**config.mk**
```make
export PLATFORM = sky130hd
export DESIGN_NAME = lev_cell
export DESIGN_NICKNAME = d
export VERILOG_FILES = /design/src/hw/rtl/lev_pkg.sv /design/src/hw/rtl/lev_cell.sv
export SDC_FILE = /design/constraint.sdc
export NUM_CORES = 1
export LEC_CHECK = 0
export BUFFER_PORTS_ARGS = -buffer_cell sky130_fd_sc_hd__buf_2
export CELL_PAD_IN_SITES_DETAIL_PLACEMENT = 1
export CELL_PAD_IN_SITES_GLOBAL_PLACEMENT = 1
export CORE_UTILIZATION = 42
export CTS_CLUSTER_DIAMETER = 50
export DETAILED_ROUTE_END_ITERATION = 7
export GPL_ROUTABILITY_DRIVEN = 0
export PLACE_DENSITY_LB_ADDON = 0.1
export SYNTH_ARGS = -nofsm -noshare
export SYNTH_HDL_FRONTEND = slang
export SYNTH_SLANG_ARGS = --single-unit
```
**constraint.sdc**
```tcl
create_clock -name clock -period 10.1 [get_ports clock]
set_clock_uncertainty 0.05 [all_clocks]
set_input_delay 2.02 -clock clock [delete_from_list [all_inputs] [get_ports clock]]
set_output_delay 2.02 -clock clock [all_outputs]
set_load 0.005 [all_outputs]
```
**src/hw/rtl/lev_pkg.sv**
```systemverilog
// ----------------------------------------------------------------------------
// Levenshtein distance package
// Request and response payload types, mode codes and the case fold used by
// the edit distance engine.
// ----------------------------------------------------------------------------
package lev_pkg;

   localparam logic [1:0] MODE_TEXT    = 2'd0;
   localparam logic [1:0] MODE_PATTERN = 2'd1;
   localparam logic [1:0] MODE_REPORT  = 2'd2;

   typedef struct packed {
      logic [1:0] mode;
      logic [7:0] char_code;
   } req_type;

   typedef struct packed {
      logic [6:0] distance;
      logic       overflow;
   } rsp_type;

   function automatic logic [7:0] fold_case(input logic [7:0] c);
      logic [7:0] r;
      r = c;
      if (c >= 8'd97 && c <= 8'd122) begin
         r = c - 8'd32;
      end
      return r;
   endfunction

endpackage

```
**src/hw/rtl/lev_cell.sv**
```systemverilog
// ----------------------------------------------------------------------------
// Levenshtein row cell
// Holds one text byte and one entry of the distance row. A pattern byte
// arrives from the left neighbor with the old and new values of the entry to
// the left; the cell updates its entry and hands the wavefront on.
// ----------------------------------------------------------------------------
module lev_cell
   import lev_pkg::*;
#(
   parameter int INDEX = 1,
   parameter int DW    = 7
) (
   input  logic          clock,
   input  logic          reset,
   input  logic          clear,
   input  logic          wr_en,
   input  logic [7:0]    wr_char,
   input  logic          in_valid,
   input  logic [7:0]    in_char,
   input  logic [DW-1:0] in_diag,
   input  logic [DW-1:0] in_left,
   output logic          out_valid,
   output logic [7:0]    out_char,
   output logic [DW-1:0] out_diag,
   output logic [DW-1:0] out_left
);

   logic          active_ff, active_in;
   logic          valid_ff, valid_in;
   logic [7:0]    text_ff, text_in;
   logic [7:0]    char_ff, char_in;
   logic [DW-1:0] d_ff, d_in;
   logic [DW-1:0] diag_ff, diag_in;
   logic [DW-1:0] left_ff, left_in;
   logic [DW-1:0] low2, low3, cand;

   always_comb begin
      low2 = (in_diag < d_ff) ? in_diag : d_ff;
      low3 = (low2 < in_left) ? low2 : in_left;
      cand = (in_char == text_ff) ? in_diag : low3 + DW'(1);

      active_in = active_ff | wr_en;
      text_in   = wr_en ? wr_char : text_ff;
      valid_in  = in_valid;
      char_in   = in_char;
      d_in      = d_ff;
      diag_in   = in_diag;
      left_in   = in_left;
      if (in_valid && active_ff) begin
         d_in    = cand;
         diag_in = d_ff;
         left_in = cand;
      end
   end

   always_ff @(posedge clock) begin
      if (reset || clear) begin
         active_ff <= 1'b0;
         valid_ff  <= 1'b0;
         d_ff      <= DW'(INDEX);
      end else begin
         active_ff <= active_in;
         valid_ff  <= valid_in;
         d_ff      <= d_in;
      end
      text_ff <= text_in;
      char_ff <= char_in;
      diag_ff <= diag_in;
      left_ff <= left_in;
   end

   assign out_valid = valid_ff;
   assign out_char  = char_ff;
   assign out_diag  = diag_ff;
   assign out_left  = left_ff;

endmodule

```
==> results of run 1 <==
==> final cells by class <==
cell class                 instances  share of cell area, %
timing repair buffer              57                   11.0
sequential                        39                   33.3
multi-input combinational        160                   44.5
tap                               67                   3.24
clock inverter                     2                   2.32
inverter                          19                   2.76
clock buffer                       6                   2.81
==> kinds of logic after synthesis <==
| kind of cell | Yosys count |
|---|---|
| AO/OA/AOI/OAI | 62 |
| AND/OR/NAND/NOR | 60 |
| flip-flops | 39 |
| buffers and inverters | 25 |
| XOR/XNOR | 15 |
| adder cells (fa/ha/maj) | 13 |
| multiplexers | 10 |
==> path summary, 6_finish.rpt <==
check / slack, ns / startpoint / depth (start not counted) / endpoint
max: 3.54 / in_diag[2] / 23 / out_left[6]$_DFF_P_
min reg2reg: 0.44 / active_ff$_SDFF_PP0_ / 1 / active_ff$_SDFF_PP0_
max reg2reg: 4.88 / d_ff[2]$_SDFFE_PP0P_ / 23 / out_left[6]$_DFF_P_
min: 0.44 / active_ff$_SDFF_PP0_ / 1 / active_ff$_SDFF_PP0_
==> state kept, by name, summed over array words and instances, names as in the netlist <==
name,flops
out_left,7
out_diag,7
out_valid,1
text_ff,8
active_ff,1
out_char,8
d_ff,7
==> synth_stat cells (all sizes together) (8+ instances only) <==
| library cell | number |
|---|---|
| a21oi | 14 |
| dfxtp | 31 |
| edfxtp | 8 |
| ha | 13 |
| inv | 19 |
| mux2i | 8 |
| nand2 | 27 |
| nand3 | 8 |
| nor2 | 9 |
| o21ai | 21 |
| xnor2 | 14 |
==> layer usage <==
| metal | wire length [µm] | share of wire, % |
|---|---|---|
| met3 | 289 | 4.8 |
| met5 | 0 | 0 |
| met2 | 2940 | 49 |
| met4 | 57 | 0.96 |
| met1 | 2680 | 45 |
==> worst register-to-register path, cell delays in order (launching register included) <==
cell	delay, ns
dfxtp_1	0.48
inv_1	0.09
ha_1	0.31
a21oi_2	0.18
o21ai_4	0.09
a21oi_4	0.39
mux2i_1	0.33
inv_1	0.09
ha_1	0.30
a21oi_1	0.06
o21a_1	0.22
and4b_1	0.25
o211a_2	0.21
nor2_1	0.35
nor2_1	0.09
a21oi_1	0.18
ha_1	0.29
and2_1	0.17
nand2_1	0.09
nor3_1	0.19
xnor2_1	0.17
nor3_1	0.08
a211o_1	0.31
a22oi_1	0.16
==> per-stage QoR <==
step | hold slack, ns | std cells
final | 0.440 | 350
after global routing | 0.480 | 350
after CTS | 0.449 | 350
after detailed placement | 0.428 | 342
after global placement | 0.423 | 342
after floorplan | 0.394 | 224
==> power groups by stage <==
stage | clock network, mW | registers (mW) | logic, mW
2_1_floorplan | 0 | 0.175 | 0.0440
3_3_place_gp | 0 | 0.174 | 0.0702
3_5_place_dp | 0 | 0.175 | 0.0723
4_1_cts | 0.159 | 0.171 | 0.0737
5_1_grt | 0.168 | 0.172 | 0.0807
6_report | 0.157 | 0.171 | 0.0737
==> summary by stage, run 1 <==
Status
The run finished with clean final reports.

Layout
The top cell types in the final layout, fill and taps aside, are buf_2, dfxtp_1, nand2_1. The area added between synthesis and finish is 21.9%. The number of nets in the layout is 330. The finished cells cover about 0.0026 mm². Fill cells in the final layout number 586.

Cells fill a little over half of the core in the end. The antenna diode count is 0. The area used by sequential logic in the layout is between 800 and 900 µm². In the final layout, the multi-input gates occupy 0.00115 mm². The library cell used most frequently in the layout, excluding fill and tap cells, is buf_2. The share of cells above drive strength 1 is 27.9%.

Yosys
The synthesized netlist devotes 6.20% of its cell area to XOR and XNOR gates. The unique cell type count in the Yosys netlist is 50. Among all flip-flop cells after synthesis, the most frequent one is dfxtp_1.

After synthesis, the share of flip-flops with an asynchronous set or reset is 0%. The complex-gate fraction of the synthesized area is 21.7%. The number of warnings printed during yosys synthesis is 0. In the post-synthesis netlist, the biggest area contributors are dfxtp_1, edfxtp_1, ha_1. Of the total synthesized cell area, the portion taken by AND, OR, NAND and NOR gates is 13.6%. The number of storage elements in the synthesis netlist is 39.

The cell type with the largest total area after synthesis is dfxtp_1. The synthesized-area fraction occupied by adder cells is 7.67%. After synthesis the cells add up to 0.00212 mm².

A synthesized cell averages approximately 9.5 µm². For this run, the register share of the synthesized area comes to 40.6%. By area, the combinational part of the netlist is dominated by compound AO/OA/AOI/OAI gates.

Measured against the total synthesized area, the mux share comes to 5.02%. The number of nets produced by synthesis is 272. The cell count after synthesis is 224. The number of flops mapped to enable cells by yosys is 8. Of the post-synthesis cell area, the dominant cell type holds 29.3%.

Floorplan
The die covers 0.00533 mm². During I/O placement, the number of pins put on the boundary was 58. The height of the chip is 73.0 µm. The placeable core region is 0.00479 mm². The floorplan row count is 25.

The die span in x is ~73 µm. The starting utilization of the core area is 44.3%.

Drt
The count of vias placed by the detailed router is ~1900. The routed design has 5960 µm of wire. Dividing the detail-routed via count by the number of cells gives 5.37. In the routed design, unresolved DRC markers number 0.

The count of TritonRoute iterations in the first routing pass is 4. The detail route stage leaves a number of antenna-violating nets equal to 0. The detailed-route wire length per cell is around 17 µm. The number of design-rule violations left by the first detailed-router iteration is 91.

Setup path
The cell with the largest stage delay on the worst path is a21oi_4. The required time at the endpoint of the critical path is 10.25 ns. STA classifies the critical path endpoint as a flip-flop.

The largest fanout on the critical path is 12. Counting both buffers and inverters, the worst setup path holds a total of 2. STA classifies the critical path startpoint as a primary input. The endpoint arrival time on the critical path is 6.72 ns. The cell that appears most often on the critical path is ha_1. The classification of the worst setup path is primary input to flip-flop. Walking the worst path, the cells encountered are buf_2 -> ha_1 -> a21oi_2 -> o21ai_4 -> a21oi_4 -> mux2i_1 -> inv_1 -> ha_1 -> a21oi_1 -> o21a_1 -> and4b_1 -> o211a_2 -> nor2_1 -> nor2_1 -> a21oi_1 -> ha_1 -> and2_1 -> nand2_1 -> nor3_1 -> xnor2_1 -> nor3_1 -> a211o_1 -> a22oi_1. The critical path's top delay family is compound AO/OA/AOI/OAI gates. The highest cell delay on the worst timing path is 0.39 ns.

Power and ir drop
The design draws 402 µW. The design internal power is 298 µW. The fraction of power consumed by combinational cells is 18.3%. The analysis attributes to net switching a power of 104 µW. The leakage power is 1.13 nW.

The switching portion of total power is between 20% and 30%. Dividing total power by cell area gives a power density of 156 mW/mm². The highest ir drop seen on vdd is 0.0000722 V. The part of the power in the clock network is 39.0%. Of the total power, registers draw 42.6%.

Timing
The count of endpoints failing hold in the final timing report was 0. Setup repair after global routing left no endpoint under its margin. Static timing analysis puts the maximum clock frequency at 152 MHz. The final max-slew violation count came to 0.

Setup slack on the critical path of the routed design comes to 3.54 ns. The total of endpoints with negative setup slack in the final report is 0. The part of the cycle the worst path needs is between 60% and 70%. The normalized max-slew margin is between 20% and 30%.

The final-layout setup total negative slack is 0 ns. The slew at the pin closest to its max-slew limit is 1.10 ns. The shortest period the worst path allows is approximately 6.6 ns.

Global route
The initial antenna violation count was 0. The met1 usage in global routing is just under 30%. The number of global-route vias before repair was 1939. The wire length of the first global-routing pass is between 9000 and 10000 µm. The total overflow left after global routing is 0. The overall global routing resource usage is approximately a quarter. The most congested layer reported by global routing is met2. The met3 global-route usage is 4.97%. For this run, global-route usage on met2 was measured as between 40% and 50%. The largest net degree at the start of global routing is 23.

Run
The total of max-cap violations is 0.

Clock tree
TritonCTS built the clock tree. The tree is rooted in a clkbuf_8. Buffers added to address setup during post-CTS repair amount to 0. For the worst-skew pair, the clock arrives at the later sink with an insertion delay of ~0.30 ns.

The number of gates resized after CTS was 0. The clock buffer count from CTS is 5. After clock tree synthesis, the flow added hold-fix buffers numbering 0. The number of buffers on the longest clock path is 2. The H-tree was split into 2 levels. The sink count of the clock tree is 39. The clock-pin slew reported for the worst setup and hold paths after clock tree synthesis is 0.08 ns.

Hold path
The tightest min-delay check is of the flip-flop to flip-flop type.

Placed design
The placement-stage cell area is 0.00245 mm². The HPWL after detailed placement is 4640 µm. At the placement stage, the worst setup path has a slack of around 3.4 ns.

The number of port buffers is between 50 and 60.
Power figures use the tool's default switching activity.
==> run 2, diff against run 1 <==
--- a/config.mk
+++ b/config.mk
@@ -8,7 +8,7 @@
 export BUFFER_PORTS_ARGS = -buffer_cell sky130_fd_sc_hd__buf_2
 export CELL_PAD_IN_SITES_DETAIL_PLACEMENT = 1
 export CELL_PAD_IN_SITES_GLOBAL_PLACEMENT = 1
-export CORE_UTILIZATION = 42
+export CORE_UTILIZATION = 35
 export CTS_CLUSTER_DIAMETER = 50
 export DETAILED_ROUTE_END_ITERATION = 7
 export GPL_ROUTABILITY_DRIVEN = 0
==> constraint.sdc (replaced) <==
create_clock -name clock -period 5.9 [get_ports clock]
set_clock_uncertainty 0.05 [all_clocks]
set_input_delay 1.18 -clock clock [delete_from_list [all_inputs] [get_ports clock]]
set_output_delay 1.18 -clock clock [all_outputs]
set_load 0.005 [all_outputs]
==> run 2 against run 1 <==
Net effect: cell count grew 2.0%; sequential share of layout area up 0.29 points; sequential power rose by 71%; first-iteration DRC count fell by 58%; clock-buffer cell count fell by 1; critical path depth did not move; routed wire length is 5.6% lower; sequential cell count stayed put; design area is 0.87% lower; power grew 49%; critical path type unchanged; largest cell class unchanged; highest routed layer unchanged.
==> summary by stage, run 2 (synthesis results as in run 1) <==
Setup path
CP cell instances: buf_2 -> ha_1 -> a21oi_2 -> o21ai_4 -> a21oi_4 -> mux2i_1 -> inv_1 -> ha_1 -> a21oi_1 -> o21a_1 -> and4b_1 -> o211a_2 -> nor2_1 -> nor2_1 -> a21oi_1 -> ha_1 -> and2_1 -> nand2_1 -> nor3_1 -> xnor2_1 -> nor3_1 -> a211o_1 -> a22oi_1 (unchanged). The number of buffers and inverters on the critical path was 2 (unchanged). The endpoint arrival time on the critical path is 5.53 ns (was 6.72 ns). The critical path's top delay family was compound AO/OA/AOI/OAI gates (unchanged). The required time at the endpoint of the critical path is 6.06 ns (was 10.25 ns).

The highest cell delay on the worst timing path is 0.38 ns (was 0.39 ns). The type of origin of the critical path is a primary input (unchanged). The kind of capture point of the worst setup path was a flip-flop (unchanged).

The classification of the worst setup path is primary input to flip-flop (unchanged). The cell with the largest stage delay on the worst path is a21oi_4 (unchanged). The most repeated library cell on the critical path is ha_1 (unchanged).

The source of the worst register-to-register timing path is d_ff[4]$_SDFFE_PP0P_ (was d_ff[2]$_SDFFE_PP0P_). The largest fanout on the critical path was 12 (unchanged). The beginning of the critical path is in_diag[2] (unchanged).

Run
The total of max-cap violations was 0 (unchanged).

Global route
The overall global routing resource usage is 19.1% (was 23.8%). The number of global-route vias before repair was 1876 (was 1939). The initial antenna violation count was 0 (unchanged). The largest net degree at the start of global routing came to 23 (unchanged).

The remaining global-route overflow is 0 (unchanged). The wire length of the first global-routing pass is 9200 µm (was 9310 µm).

Floorplan
The starting utilization of the core area is 37.3% (was 44.3%). The height of the chip is 79.8 µm (was 73.0 µm). The die span in x is 79.8 µm (was 73.0 µm). The number of ports placed on the die boundary came to 58 (unchanged).

The placeable core region is 0.00568 mm² (was 0.00479 mm²). The floorplan row count is 27 (was 25). The die footprint is 0.00637 mm² (was 0.00533 mm²).

Timing
After layout, the worst path uses between 90% and 100% of the clock period. The normalized max-slew margin is 52.8% (was 26.0%). The total of endpoints with negative setup slack in the final report is 0 (unchanged). The final max-slew violation count was 0 (unchanged). The final-layout setup total negative slack is 0 ns (unchanged). The shortest period the worst path allows is 5.37 ns.

Setup repair after global routing missed its margin: false (unchanged). The slew at the pin closest to its max-slew limit was 0.706 ns (was 1.10 ns). The highest clock frequency the design can meet is 186 MHz. The count of endpoints failing hold in the final timing report is 0 (unchanged). The worst setup margin was 0.527 ns (was 3.54 ns).

Placed design
The number of port buffers is 57 (unchanged). The placement-stage cell area is 0.00247 mm² (was 0.00245 mm²). The setup slack after placement is 0.259 ns (was 3.38 ns). The HPWL after detailed placement was 4500 µm (was 4640 µm).

Clock tree
The number of buffers on the longest clock path was 2 (unchanged). The clock buffer count from CTS is 5 (unchanged). The library cell used as clock root buffer is clkbuf_8 (unchanged).

The clock latency on the worst-skew pair is 0.29 ns (was 0.30 ns). The number of hold buffers added after cts was 0 (unchanged). The sink count of the clock tree was 39 (unchanged). The quantity of gates resized following cts is 0 (unchanged).

The CTS tree is yes (unchanged). The clock-pin slew reported for the worst setup and hold paths after clock tree synthesis is 0.08 ns (about the same). The number of buffers added for setup after CTS was 0 (unchanged). The number of H-tree levels is 2 (unchanged).

Drt
The detailed-route wire length per cell is 15.8 µm (was 17.0 µm). The mean number of vias per cell came to 5.20 (was 5.37). The number of design-rule violations left by the first detailed-router iteration came to 38 (was 91). The count of TritonRoute iterations in the first routing pass is 4 (unchanged).

The aggregate routed wire length is 5630 µm (was 5960 µm). The residual antenna-violating net count after detailed routing is 0 (unchanged). The count of vias placed by the detailed router came to 1857 (was 1879). The number of design rule violations left after detail routing is 0 (unchanged).

Power and ir drop
The leakage power is 1.12 nW (was 1.13 nW). The ratio of total power to cell area came to 234 mW/mm² (was 156 mW/mm²). The final total power is 600 µW (was 402 µW). The highest ir drop seen on vdd was 0.0000973 V (was 0.0000722 V).

Layout
Leading cell types in the layout, fill and taps excluded: buf_2, dfxtp_1, nand2_1 (unchanged). The number of nets in the layout was 332 (was 330). The antenna diode count was 0 (unchanged). The share of cells above drive strength 1 is 28.4% (was 27.9%).

The post-route standard cell area excluding fillers is 0.00256 mm² (was 0.00258 mm²). The area added between synthesis and finish is 20.8% (was 21.9%). The most common library cell in the layout ignoring fill and taps is buf_2 (unchanged). The post-route core utilization came to 45.1% (was 54.0%).

Hold path
The start point of the worst min-delay path is d_ff[5]$_SDFFE_PP0P_ (was active_ff$_SDFF_PP0_). The worst min-delay path class is flip-flop to flip-flop (unchanged).

Status
Result of the run: finished clean (unchanged).
run 2: cell count changes in the layout (fill, tap and decap cells not counted), sizes merged:
cell / change
buf: +2
clkinv: +2
clkinvlp: +1
clkbuf: -1
bufinv: -2
run 2: worst paths after layout:
| check | slack, ns | endpoint | cells after the start |
|---|---|---|---|
| hold / removal | 0.43 | d_ff[5]$_SDFFE_PP0P_ | 2 |
| setup reg to reg | 1.07 | out_left[6]$_DFF_P_ | 23 |
| hold reg to reg | 0.43 | d_ff[5]$_SDFFE_PP0P_ | 2 |
| setup / recovery | 0.53 | out_left[6]$_DFF_P_ | 23 |
run 2: routing by layer:
layer	track usage [%]	vias to the layer above	part of all wire (%)
li1	-	915	-
met1	25.5	886	49
met2	30.8	47	45
met3	4.11	9	5.2
met4	5.71	0	1.4
met5	0	-	0
run 2: metrics by stage:
step | std cells | hold slack (ns)
global route | 357 | 0.453
global placement | 349 | 0.416
detailed placement | 349 | 0.427
finish | 357 | 0.432
floorplan | 224 | 0.394
CTS | 357 | 0.438
run 2: report_power, final:
group / internal [mW] / switching (mW) / total, mW
combinational: 0.0536 / 0.0711 / 0.125
sequential: 0.288 / 0.00508 / 0.293
clock: 0.0825 / 0.0997 / 0.182
total: 0.424 / 0.176 / 0.600
run 2: cell type report:
class | instances | area [µm²]
fill | 710 | 3110
inverter | 19 | 71.3
tap | 72 | 90.1
timing repair buffer | 59 | 300
clock buffer | 5 | 68.8
clock inverter | 3 | 20.0
sequential | 39 | 861
multi-input combinational | 160 | 1150
run 2: tightest hold or removal path, cell delays in order, from the launching register on:
cell and delay (ns):
dfxtp_1 0.33, nand2_1 0.06, a21boi_1 0.05
==> run 3, diff against run 2 <==
--- a/config.mk
+++ b/config.mk
@@ -12,6 +12,7 @@
 export CTS_CLUSTER_DIAMETER = 50
 export DETAILED_ROUTE_END_ITERATION = 7
 export GPL_ROUTABILITY_DRIVEN = 0
+export GPL_TIMING_DRIVEN = 0
 export PLACE_DENSITY_LB_ADDON = 0.1
 export SYNTH_ARGS = -nofsm -noshare
 export SYNTH_HDL_FRONTEND = slang
==> run 3 against run 2 <==
Net effect: highest routed layer unchanged; routed wire length grew 0.18%; via count shrank 0.81%; largest power group unchanged; critical endpoint unchanged; global-route usage rose by 0.34 points; combinational power is essentially flat.
==> summary by stage, run 3 (synthesis results as in run 1) <==
Timing
The highest clock frequency the design can meet is 182 MHz (was 186 MHz). The slew at the pin closest to its max-slew limit is 1.03 ns (was 0.706 ns). The total of endpoints with negative setup slack in the final report came to 0 (unchanged).

The normalized max-slew margin is 30.5% (was 52.8%). The final-layout setup total negative slack was 0 ns (unchanged). The part of the cycle the worst path needs was 93.2% (was 91.1%). The count of endpoints failing hold in the final timing report is 0 (unchanged). The final max-slew violation count is 0 (unchanged). The shortest period the worst path allows came to 5.50 ns (was 5.37 ns). The worst setup margin was 0.402 ns (was 0.527 ns).

Setup repair after global routing missed its margin: false (unchanged).

Setup path
The cell with the largest stage delay on the worst path is mux2_1 (was a21oi_4). The required time at the endpoint of the critical path came to 6.07 ns (was 6.06 ns). The number of buffers and inverters on the critical path is 2 (unchanged). The highest cell delay on the worst timing path came to 0.39 ns (was 0.38 ns). CP cell instances: buf_2 -> ha_1 -> a21oi_2 -> o21ai_4 -> a21oi_4 -> buf_6 -> mux2_1 -> ha_1 -> nand2_1 -> o21a_1 -> and4b_1 -> o211a_2 -> nor2_1 -> nor2_1 -> a21oi_1 -> ha_1 -> and2_1 -> nand2_1 -> nor3_1 -> xnor2_1 -> nor3_1 -> a211o_1 -> a22oi_1 (was buf_2 -> ha_1 -> a21oi_2 -> o21ai_4 -> a21oi_4 -> mux2i_1 -> inv_1 -> ha_1 -> a21oi_1 -> o21a_1 -> and4b_1 -> o211a_2 -> nor2_1 -> nor2_1 -> a21oi_1 -> ha_1 -> and2_1 -> nand2_1 -> nor3_1 -> xnor2_1 -> nor3_1 -> a211o_1 -> a22oi_1).

The kind of capture point of the worst setup path is a flip-flop (unchanged). The largest fanout on the critical path came to 10 (was 12). The endpoint arrival time on the critical path is 5.67 ns (was 5.53 ns).

The critical path's top delay family is compound AO/OA/AOI/OAI gates (unchanged). The most repeated library cell on the critical path is ha_1 (unchanged). The classification of the worst setup path is primary input to flip-flop (unchanged).

The type of origin of the critical path is a primary input (unchanged).

Layout
The most common library cell in the layout ignoring fill and taps is buf_2 (unchanged). The post-route core utilization is 45.9% (was 45.1%). The antenna diode count is 0 (unchanged).

Leading cell types in the layout, fill and taps excluded: buf_2, dfxtp_1, nand2_1 (unchanged). The area added between synthesis and finish is 23.0% (was 20.8%). The share of cells above drive strength 1 is 28.0% (was 28.4%).

The number of nets in the layout is 336 (was 332).

Placed design
The number of port buffers is 57 (unchanged). The HPWL after detailed placement is 4530 µm (was 4500 µm). The setup slack after placement was 0.0979 ns (was 0.259 ns).

Floorplan
The number of ports placed on the die boundary came to 58 (unchanged). The placeable core region is 0.00568 mm² (unchanged). The starting utilization of the core area came to 37.3% (unchanged). The height of the chip is 79.8 µm (unchanged). The floorplan row count is 27 (unchanged). The die footprint is 0.00637 mm² (unchanged). The die span in x was 79.8 µm (unchanged).

Power and ir drop
The final total power is 645 µW (was 600 µW). The leakage power is 1.14 nW (was 1.12 nW). The highest ir drop seen on vdd is 0.000105 V (was 0.0000973 V). The ratio of total power to cell area came to 248 mW/mm² (was 234 mW/mm²).

Global route
The initial antenna violation count is 0 (unchanged). The largest net degree at the start of global routing is 14 (was 23). The overall global routing resource usage was 19.5% (was 19.1%).

The remaining global-route overflow was 0 (unchanged). The number of global-route vias before repair was 1875 (was 1876). The wire length of the first global-routing pass is 9180 µm (was 9200 µm).

Drt
The mean number of vias per cell is 5.10 (was 5.20). The aggregate routed wire length came to 5640 µm (was 5630 µm). The count of vias placed by the detailed router is 1842 (was 1857). The number of design rule violations left after detail routing is 0 (unchanged). The number of design-rule violations left by the first detailed-router iteration is 61 (was 38). The count of TritonRoute iterations in the first routing pass is 4 (unchanged). The detailed-route wire length per cell is 15.6 µm (was 15.8 µm). The residual antenna-violating net count after detailed routing is 0 (unchanged).

Clock tree
The clock-pin slew reported for the worst setup and hold paths after clock tree synthesis is 0.08 ns (about the same). The CTS tree is yes (unchanged). The library cell used as clock root buffer is clkbuf_8 (unchanged). The number of buffers on the longest clock path is 2 (unchanged). The number of buffers added for setup after CTS is 0 (unchanged). The clock latency on the worst-skew pair was 0.30 ns (was 0.29 ns). The sink count of the clock tree came to 39 (unchanged). The quantity of gates resized following cts was 0 (unchanged). The number of H-tree levels is 2 (unchanged). The number of hold buffers added after cts came to 0 (unchanged). The clock buffer count from CTS was 5 (unchanged).

Status
Result of the run: finished clean (unchanged).

Run
The total of max-cap violations is 0 (unchanged).

Hold path
The worst min-delay path class is flip-flop to flip-flop (unchanged).
[run 3: cell types whose count changed in the layout (fill, tap and decap cells not counted)]
cell	delta
clkinv_4	-1
clkbuf_1	+3
buf_1	+1
buf_4	-2
clkinvlp_4	-1
bufinv_16	+1
inv_6	+1
buf_6	+2
[run 3: metal layers]
metal / share of wire [%] / vias to the layer above / track usage (%)
li1: - / 926 / -
met4: 1.2 / 0 / 7.32
met1: 47 / 862 / 24.0
met3: 4.6 / 9 / 4.00
met2: 47 / 45 / 33.2
met5: 0 / - / 0
[run 3: report_power, final]
group / total (mW) / switching (mW) / leakage, nW / internal (mW)
combinational: 0.125 / 0.0710 / 0.748 / 0.0540
sequential: 0.293 / 0.00515 / 0.337 / 0.288
clock: 0.227 / 0.101 / 0.0562 / 0.126
total: 0.645 / 0.178 / 1.14 / 0.468
[run 3: worst paths after layout]
path                         from                    to  slack, ns  cells after the start
max                    in_diag[2]   out_left[6]$_DFF_P_       0.40                     23
min          d_ff[5]$_SDFFE_PP0P_  d_ff[5]$_SDFFE_PP0P_       0.43                      2
max reg2reg  d_ff[2]$_SDFFE_PP0P_   out_left[6]$_DFF_P_       0.93                     23
min reg2reg  d_ff[5]$_SDFFE_PP0P_  d_ff[5]$_SDFFE_PP0P_       0.43                      2
[run 3: metrics by stage]
step / instances / hold slack [ns] / instance area, µm²
3_3_place_gp: 353 / 0.414 / 2490
2_1_floorplan: 224 / 0.394 / 2120
3_5_place_dp: 353 / 0.420 / 2490
6_report: 361 / 0.429 / 2610
5_1_grt: 361 / 0.454 / 2610
4_1_cts: 361 / 0.431 / 2610
[run 3: layout make-up]
type,instances,area (µm²)
fill,703,3070
multi-input combinational,160,1150
sequential,39,861
timing repair buffer,57,285
tap,72,90.1
inverter,19,71.3
clock buffer,5,68.8
clock inverter,3,42.5
buffer,6,37.5
[run 3: tightest hold or removal path, cell delays in order (launching register included)]
cell and delay [ns]:
dfxtp_1 0.33, nand2_1 0.06, a21boi_1 0.05
